File: config.mk
export PLATFORM = sky130hd
export DESIGN_NAME = running_lcm_accumulator_unit
export DESIGN_NICKNAME = d
export VERILOG_FILES = /design/src/rtl/core/rla_pkg.sv /design/src/rtl/core/running_lcm_accumulator_unit.sv /design/src/rtl/core/rla_addsub.sv /design/src/rtl/core/rla_core.sv
export SDC_FILE = /design/constraint.sdc
export NUM_CORES = 1
export LEC_CHECK = 0
export ABC_AREA = 1
export BUFFER_PORTS_ARGS = -buffer_cell sky130_fd_sc_hd__buf_2
export CAP_MARGIN = 20
export CORE_MARGIN = 1.5
export CORE_UTILIZATION = 25
export DETAILED_ROUTE_END_ITERATION = 16
export PLACE_DENSITY = 0.47
export SYNTH_ARGS = -nofsm -noshare
export SYNTH_HDL_FRONTEND = slang
export SYNTH_SLANG_ARGS = --single-unit
File: constraint.sdc
create_clock -name clk_i -period 6.26 [get_ports clk_i]
set_clock_uncertainty 0.2 [all_clocks]
set_input_delay 1.252 -clock clk_i [delete_from_list [all_inputs] [get_ports clk_i]]
set_output_delay 1.252 -clock clk_i [all_outputs]
set_load 0.05 [all_outputs]
File: src/rtl/core/rla_pkg.sv
// Shared types and constants of the running LCM accumulator.
package rla_pkg;

  // Width of an input rate and of the magnitudes taken from it
  localparam int unsigned RATE_W = 16;
  localparam int unsigned MAG_W  = 16;

  // Width of the delivered running value
  localparam int unsigned LCM_W  = 32;

  // Operation of the shared add/subtract unit
  typedef enum logic {
    ALU_SUB,
    ALU_ADD
  } alu_op_e;

  // Result beat handed from the sequencer to the output register
  typedef struct packed {
    logic [LCM_W-1:0] lcm_value;
    logic             overflow;
  } result_t;

endpackage

File: src/rtl/core/running_lcm_accumulator_unit.sv
// Top level of the running LCM accumulator: stream ports and output register.
//
//  channel   dir  payload                              handshake
//  s_axis    in   tdata: rate; tuser: start_req        tvalid/tready
//  m_axis    out  tdata: lcm_value; tuser: overflow    tvalid/tready
//
// A start item, or a fold with a zero operand, goes from idle straight to the
// result state, and the input stays busy until the output register takes it.
// Other folds pass through a magnitude step if the running value is negative,
// then the binary GCD, divide and multiply steps, all through the one shared
// add/subtract unit.
// s_axis_tready is high only while the sequencer is idle; the output register
// lets the next beat in while a result waits. Asynchronous reset clears the
// running value and the overflow flag; no clearing pass.
module running_lcm_accumulator_unit #(
  parameter int unsigned RESULT_WIDTH = 32
) (
  input  logic        clk_i,
  input  logic        rst_ni,
  input  logic        s_axis_tvalid,
  output logic        s_axis_tready,
  input  logic [15:0] s_axis_tdata,   // [15:0] rate
  input  logic        s_axis_tuser,   // [0] start_req
  output logic        m_axis_tvalid,
  input  logic        m_axis_tready,
  output logic [31:0] m_axis_tdata,   // [31:0] lcm_value
  output logic        m_axis_tuser    // [0] overflow
);

  logic             res_valid;
  logic             res_ready;
  rla_pkg::result_t res;
  logic             out_valid_q;
  rla_pkg::result_t out_res_q;

  rla_core #(
    .RESULT_WIDTH (RESULT_WIDTH)
  ) u_core (
    .clk_i       (clk_i),
    .rst_ni      (rst_ni),
    .req_valid_i (s_axis_tvalid),
    .req_ready_o (s_axis_tready),
    .rate_i      (s_axis_tdata),
    .start_i     (s_axis_tuser),
    .res_valid_o (res_valid),
    .res_ready_i (res_ready),
    .res_o       (res)
  );

  // Output register: free when empty or being drained this cycle
  assign res_ready = !out_valid_q || m_axis_tready;

  always_ff @(posedge clk_i or negedge rst_ni) begin
    if (!rst_ni) begin
      out_valid_q <= 1'b0;
      out_res_q   <= '0;
    end else if (res_valid && res_ready) begin
      out_valid_q <= 1'b1;
      out_res_q   <= res;
    end else if (m_axis_tready) begin
      out_valid_q <= 1'b0;
    end
  end

  assign m_axis_tvalid = out_valid_q;
  assign m_axis_tdata  = out_res_q.lcm_value;
  assign m_axis_tuser  = out_res_q.overflow;

endmodule

File: src/rtl/core/rla_addsub.sv
// Shared add/subtract unit used for every arithmetic step of the sequencer.
module rla_addsub #(
  parameter int unsigned WIDTH = 48
) (
  input  rla_pkg::alu_op_e   op_i,
  input  logic [WIDTH-1:0]   x_i,
  input  logic [WIDTH-1:0]   y_i,
  output logic [WIDTH-1:0]   res_o,
  output logic               borrow_o
);

  logic [WIDTH-1:0] y_sel;
  logic             cin;
  logic [WIDTH:0]   sum;

  // Subtract as x + ~y + 1; carry out low means x < y
  always_comb begin
    y_sel = (op_i == rla_pkg::ALU_SUB) ? ~y_i : y_i;
    cin   = (op_i == rla_pkg::ALU_SUB);
    sum   = {1'b0, x_i} + {1'b0, y_sel} + {{WIDTH{1'b0}}, cin};
  end

  assign res_o    = sum[WIDTH-1:0];
  assign borrow_o = (op_i == rla_pkg::ALU_SUB) && !sum[WIDTH];

endmodule

File: src/rtl/core/rla_core.sv
// Sequencer and datapath registers: binary GCD, restoring divide, shift-add multiply.
module rla_core #(
  parameter int unsigned RESULT_WIDTH = 32
) (
  input  logic                         clk_i,
  input  logic                         rst_ni,
  input  logic                         req_valid_i,
  output logic                         req_ready_o,
  input  logic [rla_pkg::RATE_W-1:0]   rate_i,
  input  logic                         start_i,
  output logic                         res_valid_o,
  input  logic                         res_ready_i,
  output rla_pkg::result_t             res_o
);

  localparam int unsigned RW = RESULT_WIDTH;
  localparam int unsigned MW = rla_pkg::MAG_W;
  localparam int unsigned PW = RW + MW;
  localparam int unsigned CW = $clog2(RW + 1);
  localparam int unsigned KW = $clog2(MW);
  localparam logic [RW-1:0] RvMax = {1'b0, {(RW-1){1'b1}}};

  typedef enum logic [2:0] {
    ST_IDLE,
    ST_MAG,
    ST_GCD,
    ST_DIV,
    ST_MUL,
    ST_DONE
  } state_e;

  state_e           state_q;
  logic [RW-1:0]    rv_q;
  logic             ovf_q;
  logic [RW-1:0]    ma_q;     // |running|, then dividend / quotient shift register
  logic [RW-1:0]    a_q;      // GCD operand a
  logic [MW-1:0]    b_q;      // GCD operand b, then the GCD itself
  logic [MW-1:0]    mb_q;     // |rate|, shifted out MSB first while multiplying
  logic [MW-1:0]    rem_q;    // partial remainder of the divide
  logic [PW-1:0]    acc_q;    // product accumulator
  logic [CW-1:0]    cnt_q;
  logic [KW-1:0]    k_q;      // common factors of two

  logic [MW-1:0]    rate_mag;
  rla_pkg::alu_op_e alu_op;
  logic [PW-1:0]    alu_x;
  logic [PW-1:0]    alu_y;
  logic [PW-1:0]    alu_res;
  logic             alu_borrow;
  logic [RW+rla_pkg::LCM_W-1:0] rv_wide;

  // Magnitude of the incoming rate; -32768 gives 32768
  assign rate_mag = rate_i[rla_pkg::RATE_W-1] ? MW'(~rate_i + 1'b1) : MW'(rate_i);

  // Operand selection for the shared unit
  always_comb begin
    alu_op = rla_pkg::ALU_SUB;
    alu_x  = '0;
    alu_y  = '0;
    unique case (state_q)
      ST_MAG: begin
        alu_y = PW'(rv_q);
      end
      ST_GCD: begin
        alu_x = PW'(a_q);
        alu_y = PW'(b_q);
      end
      ST_DIV: begin
        alu_x = PW'({rem_q, ma_q[RW-1]});
        alu_y = PW'(b_q);
      end
      ST_MUL: begin
        alu_op = rla_pkg::ALU_ADD;
        alu_x  = {acc_q[PW-2:0], 1'b0};
        alu_y  = mb_q[MW-1] ? PW'(ma_q) : '0;
      end
      default: ;
    endcase
  end

  rla_addsub #(
    .WIDTH (PW)
  ) u_addsub (
    .op_i     (alu_op),
    .x_i      (alu_x),
    .y_i      (alu_y),
    .res_o    (alu_res),
    .borrow_o (alu_borrow)
  );

  // Sequencer
  always_ff @(posedge clk_i or negedge rst_ni) begin
    if (!rst_ni) begin
      state_q <= ST_IDLE;
      rv_q    <= '0;
      ovf_q   <= 1'b0;
      ma_q    <= '0;
      a_q     <= '0;
      b_q     <= '0;
      mb_q    <= '0;
      rem_q   <= '0;
      acc_q   <= '0;
      cnt_q   <= '0;
      k_q     <= '0;
    end else begin
      unique case (state_q)
        ST_IDLE: begin
          if (req_valid_i) begin
            mb_q <= rate_mag;
            b_q  <= rate_mag;
            k_q  <= '0;
            ma_q <= rv_q;
            a_q  <= rv_q;
            if (start_i) begin
              rv_q    <= RW'($signed(rate_i));
              ovf_q   <= 1'b0;
              state_q <= ST_DONE;
            end else if ((rv_q == '0) || (rate_i == '0)) begin
              rv_q    <= '0;
              state_q <= ST_DONE;
            end else if (rv_q[RW-1]) begin
              state_q <= ST_MAG;
            end else begin
              state_q <= ST_GCD;
            end
          end
        end
        ST_MAG: begin
          ma_q    <= alu_res[RW-1:0];
          a_q     <= alu_res[RW-1:0];
          state_q <= ST_GCD;
        end
        ST_GCD: begin
          if (a_q == '0) begin
            b_q     <= b_q << k_q;
            rem_q   <= '0;
            cnt_q   <= CW'(RW);
            state_q <= ST_DIV;
          end else if (!a_q[0] && !b_q[0]) begin
            a_q <= a_q >> 1;
            b_q <= b_q >> 1;
            k_q <= KW'(k_q + 1'b1);
          end else if (!a_q[0]) begin
            a_q <= a_q >> 1;
          end else if (!b_q[0]) begin
            b_q <= b_q >> 1;
          end else if (alu_borrow) begin
            // a < b: swap, subtract on the next step
            a_q <= RW'(b_q);
            b_q <= a_q[MW-1:0];
          end else begin
            a_q <= alu_res[RW-1:0];
          end
        end
        ST_DIV: begin
          rem_q <= alu_borrow ? alu_x[MW-1:0] : alu_res[MW-1:0];
          ma_q  <= {ma_q[RW-2:0], !alu_borrow};
          if (cnt_q == CW'(1)) begin
            acc_q   <= '0;
            cnt_q   <= CW'(MW);
            state_q <= ST_MUL;
          end else begin
            cnt_q <= CW'(cnt_q - 1'b1);
          end
        end
        ST_MUL: begin
          acc_q <= alu_res;
          mb_q  <= mb_q << 1;
          if (cnt_q == CW'(1)) begin
            // saturate where the product leaves the signed range
            if ((alu_res >> (RW - 1)) != '0) begin
              rv_q  <= RvMax;
              ovf_q <= 1'b1;
            end else begin
              rv_q <= alu_res[RW-1:0];
            end
            state_q <= ST_DONE;
          end else begin
            cnt_q <= CW'(cnt_q - 1'b1);
          end
        end
        ST_DONE: begin
          if (res_ready_i) begin
            state_q <= ST_IDLE;
          end
        end
        default: state_q <= ST_IDLE;
      endcase
    end
  end

  assign rv_wide          = {{rla_pkg::LCM_W{1'b0}}, rv_q};
  assign req_ready_o      = (state_q == ST_IDLE);
  assign res_valid_o      = (state_q == ST_DONE);
  assign res_o.lcm_value  = rv_wide[rla_pkg::LCM_W-1:0];
  assign res_o.overflow   = ovf_q;

endmodule

* Word level (Yosys, flattened, before mapping) *
Index checks and enable logic that the tools add are counted.

storage, ports and cells
  register bits = 239
  input port bits = 21
  output and inout port bits = 35
  logic and storage cells = 139

cells by class
  add/sub/neg operators = 5
  equality and inequality tests = 20
  shifts and indexed selects = 1
  mux-type cells = 57
  bitwise logic cells = 3
  reduce and logical (&&, ||, !) cells = 37

operators with widths
  operator                                                          number
  32-bit 2-to-1 mux                                                 12
  48-bit case mux with 3 select lines                               2
  32-bit case mux with 3 select lines                               2
  16-bit 2-to-1 mux                                                 9
  16-bit case mux with 2 select lines                               3
  47-bit case mux with 2 select lines                               1
  32-bit logical NOT                                                2
  32-bit case mux with 2 select lines                               1
  48-bit by 48-bit adder with 49-bit output                         1
  49-bit by 1-bit adder with 49-bit output                          1
  48-bit 2-to-1 mux                                                 1
  48-bit NOT                                                        1
  48-bit nonzero test                                               1
  47-bit 2-to-1 mux                                                 1
  3-bit 2-to-1 mux                                                  7
  6-bit 2-to-1 mux                                                  3
  3-bit case mux with 6 select lines                                1
  6-bit case mux with 3 select lines                                1
  16-bit by 1-bit adder with 16-bit output (second input constant)  1
  16-bit logical NOT                                                1
  16-bit NOT                                                        1
  4-bit AND reduction                                               4
  16-bit by 4-bit left shift with 16-bit output                     1
  2-bit by 1-bit != test with 1-bit output (second input constant)  7
  27 further kinds                                                  58

* Longest topological paths before layout *
  depth in word-level cells = 15
  gate-level depth with buffers = 32
  gate-level depth less buffers = 29

* By module *
From an unflattened synthesis, not the netlist that was laid out.

second synthesis, totals
  cells, all modules = 2,873
  area, all modules = 18,856.8 µm²

modules (own cells, without submodules)
  module                        instances  cells an instance  area an instance (µm²)  seq. area each (µm²)
  rla_core                      1          1,805              12,814.8                5,129.9
  rla_addsub                    1          921                4,672.0                 0.0
  running_lcm_accumulator_unit  1          147                1,370.1                 850.8

* Worst setup path after synthesis *
OpenSTA, ideal clock, no wires.

  path type = flip-flop to flip-flop
  from = reg u_core.state_q[1]
  to = reg u_core.rv_q[21]
  library setup time = 127 ps
  data arrival time = 4,057 ps
  required time = 5,933 ps
  setup slack = 1,877 ps
  cell stages (with the launch flop) = 32
  buffers on the path = 7
  clock period less this slack = 4,383 ps
  cells stage by stage = dfrtp_1 -> buf_2 -> nor2_4 -> nand2_4 -> buf_6 -> buf_6 -> clkbuf_1 -> buf_1 -> clkbuf_1 -> a21oi_1 -> a221oi_1 -> ha_1 -> nand2_1 -> inv_1 -> nand2_1 -> nor3_1 -> nand2_1 -> nand2_1 -> nand2_1 -> nand2_1 -> nand2_1 -> o21ai_0 -> nand2_1 -> nor2_1 -> nand3_1 -> nor2_1 -> nand3_1 -> nor2_4 -> nand2_2 -> nand2_4 -> buf_8 -> a21oi_2

on the way
  word-level cells in the longest chain between the ends = 11
  elaborated cells on any way between the ends = 23
  those cells by class = add/sub: 2; eq/ne: 7; mux: 7; bitwise: 2; reduce/logical: 5

RTL lines
  what                                            line              source
  start, declared                                 rla_core.sv:32    state_e state_q;
  start signal, assigned                          rla_core.sv:94    state_q <= ST_IDLE;
  start signal, assigned                          rla_core.sv:117   state_q <= ST_DONE;
  start signal, assigned                          rla_core.sv:120   state_q <= ST_DONE;
  3-bit by 2-bit equality test with 1-bit output  rla_core.sv:60    unique case (state_q)
  2-bit OR reduction (no source line)             --
  48-bit case mux with 3 select lines             rla_core.sv:60
  48-bit NOT                                      rla_addsub.sv:18  y_sel = (op_i == rla_pkg::ALU_SUB) ? ~y_i : y_i;
  48-bit 2-to-1 mux                               rla_addsub.sv:18
  48-bit by 48-bit adder with 49-bit output       rla_addsub.sv:20  sum = {1'b0, x_i} + {1'b0, y_sel} + {{WIDTH{1'b0}}, cin};
  49-bit by 1-bit adder with 49-bit output        rla_addsub.sv:20
  48-bit nonzero test                             rla_core.sv:171   if ((alu_res >> (RW - 1)) != '0) begin
  32-bit 2-to-1 mux                               rla_core.sv:171
  32-bit 2-to-1 mux                               rla_core.sv:169   if (cnt_q == CW'(1)) begin
  32-bit case mux with 2 select lines             rla_core.sv:106   unique case (state_q)
  end signal, assigned                            rla_core.sv:115   rv_q <= RW'($signed(rate_i));
  end signal, assigned                            rla_core.sv:172   rv_q <= RvMax;
  end signal, assigned                            rla_core.sv:175   rv_q <= alu_res[RW-1:0];
  end, declared                                   rla_core.sv:33    logic [RW-1:0] rv_q;

Several ways; a longest one is shown, not always the timed one. The select of a mux whose other input is x is not followed.
A chain may end at the register's enable or synchronous reset.

* Final worst setup path *
  from = reg u_core.state_q[2]
  to = reg u_core.b_q[15]

on the way
  word-level cells in the longest chain between the ends = 11
  elaborated cells on any way between the ends = 22
  those cells by class = add/sub: 2; eq/ne: 7; mux: 5; bitwise: 2; reduce/logical: 6

RTL lines
  what                                                               line                             source
  3-bit by 2-bit equality test with 1-bit output (on tied branches)  rla_core.sv:60, rla_core.sv:106
  2-bit OR reduction (no source line)                                --
  48-bit case mux with 3 select lines                                rla_core.sv:60
  48-bit NOT                                                         rla_addsub.sv:18
  48-bit 2-to-1 mux                                                  rla_addsub.sv:18
  48-bit by 48-bit adder with 49-bit output                          rla_addsub.sv:20
  49-bit by 1-bit adder with 49-bit output                           rla_addsub.sv:20
  1-bit logical NOT                                                  rla_addsub.sv:24                 assign borrow_o = (op_i == rla_pkg::ALU_SUB) && !sum[WIDTH];
  1-bit logical AND                                                  rla_addsub.sv:24
  5-bit != test (no source line)                                     --
  4-bit AND reduction (no source line)                               --
  end signal, assigned                                               rla_core.sv:110                  b_q <= rate_mag;
  end signal, assigned                                               rla_core.sv:135                  b_q <= b_q << k_q;
  end signal, assigned                                               rla_core.sv:141                  b_q <= b_q >> 1;
  end, declared                                                      rla_core.sv:37                   logic [MW-1:0] b_q;

Several ways; a longest one is shown, not always the timed one.

==> metrics.md <==
| Metric | Value |
|---|---|
| Outcome | `completed` |
| Post-synth EDFFs | `0` |
| Core footprint | `65630 sq um` |
| Share of post-route cells with drive strength above 1 | `8.843%` |
| Global Route Usage Sum | `19.80%` |
| Syn avg cell area | `7.007 sq um` |
| # DRC | `0` |
| Final wirelength | `67230 um` |
| DIE AREA | `67610 sq um` |
| Top post-synthesis cells by area | `dfrtp_1 (36%), nand2_1 (13%), inv_1 (6.7%)` |
| Final Slew Violations | `0` |
| Crit path required time | `6470 ps` |
| Wire per inst | `20.69 um` |
| CTS buffer count | `31` |
| CTS tree | `yes` |
| Ys flop type | `dfrtp_1` |
| Final critical-path required period | `5480 ps` |
| Multiplexer share of the synthesized area | `0.4924%` |
| RSZ-0062 raised after global routing | `no` |
| Post-Synth Adder-Cell Area | `2.924%` |
| Post-layout util | `28.73%` |
| Final nets | `2420` |
| Synth Cell Area | `16520 sq um` |
| DR vias/cell | `5.119` |
| CTS resizes | `0` |
| Critical Path End Type | `flop` |
| Fmax | `182.5 MHz` |
| Clock Tree Buf Depth | `3` |
| Chip height | `260.0 um` |
| Seq/Total Area, Yosys | `36.21%` |
| CTS H-tree depth | `1` |
| Arrival @ worst endpoint | `5690 ps` |
| Ant diodes | `0` |
| Slowest stage delay, CP | `650 ps` |
| Synth Area in XOR/XNOR | `2.705%` |
| Cell taking the most area after synthesis | `dfrtp_1` |
| Vias in the first global route | `16640` |
| Synth-to-layout area growth | `14.15%` |
| Slowest-stage cell, CP | `o21ai_0` |
| Max-cap violations | `0` |
| Worst Hold Class | `flop to flop` |
| Critical Path Source Type | `flop` |
| Total congestion overflow | `0` |
| Setup Fix Bufs, Post-CTS | `0` |
| Worst skew pair latency | `590 ps` |
| RePlAce Congestion | `0.9796` |
| Remaining antenna violation count | `0` |
| Synth top area share | `36.21%` |
| Largest net degree at the start of global routing | `127` |
| Hold Vio Cnt, Final | `0` |
| Synth Warn # | `0` |
| Layout fillers | `7318` |
| Relative slew slack | `31.26%` |
| Clock slew at reported path FFs | `70 ps` |
| CTS Sinks | `239` |
| Syn nets | `2416` |
| Row count | `94` |
| Global-route wire length before repair | `103000 um` |
| Period utilization | `87.54%` |
| 1st-iter DRT viols | `1620` |
| Final setup fails | `0` |
| Hold_buf cts | `0` |
| Critical Path Fanout Max | `27` |
| Yosys cell types | `61` |
| First-pass DRT Iterations | `6` |
| Crit Path Class | `flop to flop` |
| Die Wd | `260.0 um` |
| Clk root buf | `clkbuf_16` |
| Num ports | `56` |
| Post-synthesis async set-or-reset flop share | `100.0%` |
| Initial antenna violation count | `0` |
| Post-Synthesis Cells | `2357` |
| Port bufs | `55` |
| Main combinational cell family by area after synthesis | `simple AND/OR/NAND/NOR gates` |
| Fin Setup TNS | `0 ps` |
| Post-synthesis simple-gate area fraction | `25.92%` |
| Synth Area in Compound Gates | `21.77%` |
| Flops & latches, synth | `239` |
| CP cell instances | `nor2_2, nand2_4, inv_2, nand2_2, nand2_2, clkinv_1, nand2_1, nand2_2, inv_2, fa_1, nand2_1, nand2_1, nand3_1, nand2_1, nand2_1, nand2_1, nand2_1, nand2_1, nand4_1, nand2_1, a31oi_2, inv_1, a31oi_1, o21ai_0` |
| Initial cell density of the core | `25.17%` |
| Worst-margin pin slew | `1031 ps` |
| Via Count | `16640` |
| Critical Path Most Common Cell | `nand2_1` |
| Dpl hpwl | `51360 um` |
-- cell type report --
class	instances	area (sq um)	area share, %
Timing Repair Buffer	88	558.0	2.960
Clock inverter	19	307.8	1.633
Tap cell	864	1081	5.734
Clock buffer	39	865.8	4.593
Sequential cell	239	5981	31.72
Inverter	309	1162	6.165
Multi-Input combinational cell	1692	8897	47.19
-- flip-flops by register name, summed over array words and instances (netlist names), 4 cells and up --
| register | count |
|---|---|
| u_core.k_q | 4 |
| u_core.a_q | 32 |
| u_core.cnt_q | 6 |
| u_core.rv_q | 32 |
| u_core.mb_q | 16 |
| u_core.rem_q | 16 |
| u_core.b_q | 16 |
| u_core.ma_q | 32 |
| u_core.acc_q | 47 |
| m_axis_tdata | 32 |
-- critical path, delay by kind of cell, from the launching register on --
kind                       cells  cell delay, ps
and+or+nand+nor               16            2420
adders and majority gates      1             330
DFF                            1             530
buffers and inverters          4             860
AOI/OAI and AO/OA              3             940
-- cell families after synthesis --
group,Yosys count
AO/OA/AOI/OAI,582
XOR/XNOR,51
adder cells (fa/ha/maj),38
buffers and inverters,426
flip-flops,239
multiplexers,8
AND/OR/NAND/NOR,1013
-- stage by stage --
| stage | instances | instance area (sq um) | worst slack, ps | hold WS [ps] |
|---|---|---|---|---|
| final | 3250 | 18850 | 780.0 | 276.3 |
| after global routing | 3250 | 18850 | 309.1 | 313.9 |
| after CTS | 3250 | 18850 | 858.3 | 282.8 |
| after detailed placement | 3192 | 17680 | 864.6 | 267.6 |
| after global placement | 3191 | 17670 | 957.5 | 264.3 |
| after floorplan | 2357 | 16520 | 1877 | 242.2 |
-- path summary, 6_finish.rpt --
kind                            cells after the start  slack [ps]         endpoint         startpoint
max in group asynchronous                           2        3980  u_core.rv_q[25]             rst_ni
worst max-delay path                               24         780   u_core.b_q[15]  u_core.state_q[2]
worst min-delay path                                2         280  m_axis_tdata[5]    m_axis_tdata[5]
worst max register to register                     24         780   u_core.b_q[15]  u_core.state_q[2]
min in group asynchronous                           1         580  u_core.mb_q[10]             rst_ni
worst min register to register                      2         280  m_axis_tdata[5]    m_axis_tdata[5]
-- synth_stat cells, drive strengths merged, types with 3 or more instances --
cell,instances
a22o,4
clkinv,4
a31oi,16
nor4,18
a221oi,40
xnor2,13
buf,24
clkbuf,93
a41oi,8
nand2,582
ha,37
nor2,239
o21ai,209
o22ai,67
dfrtp,239
o21a,6
a2bb2oi,7
nor3,36
a21boi,8
nand4,37
a22oi,17
xor2,38
nand3,84
nor3b,5
mux2i,7
or2,4
a211oi,6
o21bai,3
o2111ai,10
nand3b,4
o221ai,19
a21o,7
inv,305
o211ai,16
a21oi,133
-- cells in the final DEF (no fill, tap or decap), drive strengths merged, types with 10 or more instances in the layout --
master,netlist,layout
xnor2,13,13
o221ai,19,19
xor2,38,38
nor2,239,239
buf,24,88
ha,37,37
clkbuf,93,39
nand3,84,84
a31oi,16,16
a221oi,40,40
clkinv,4,11
a21oi,133,133
o21ai,209,209
o2111ai,10,10
nor3,36,36
nand2,582,582
o22ai,67,67
o211ai,16,16
a22oi,17,17
nand4,37,37
inv,305,307
nor4,18,18
dfrtp,239,239
-- routing by layer --
layer,track usage [%],vias up,share of wire (%)
li1,-,7919,-
met1,26.43,8071,44
met2,32.78,516,47
met3,1.862,130,4.6
met4,7.897,0,4.3
met5,0,-,0
Power is left out: the tool's default activity adds up to more than one toggle a clock period on the data nets, which glitch-free logic cannot reach.
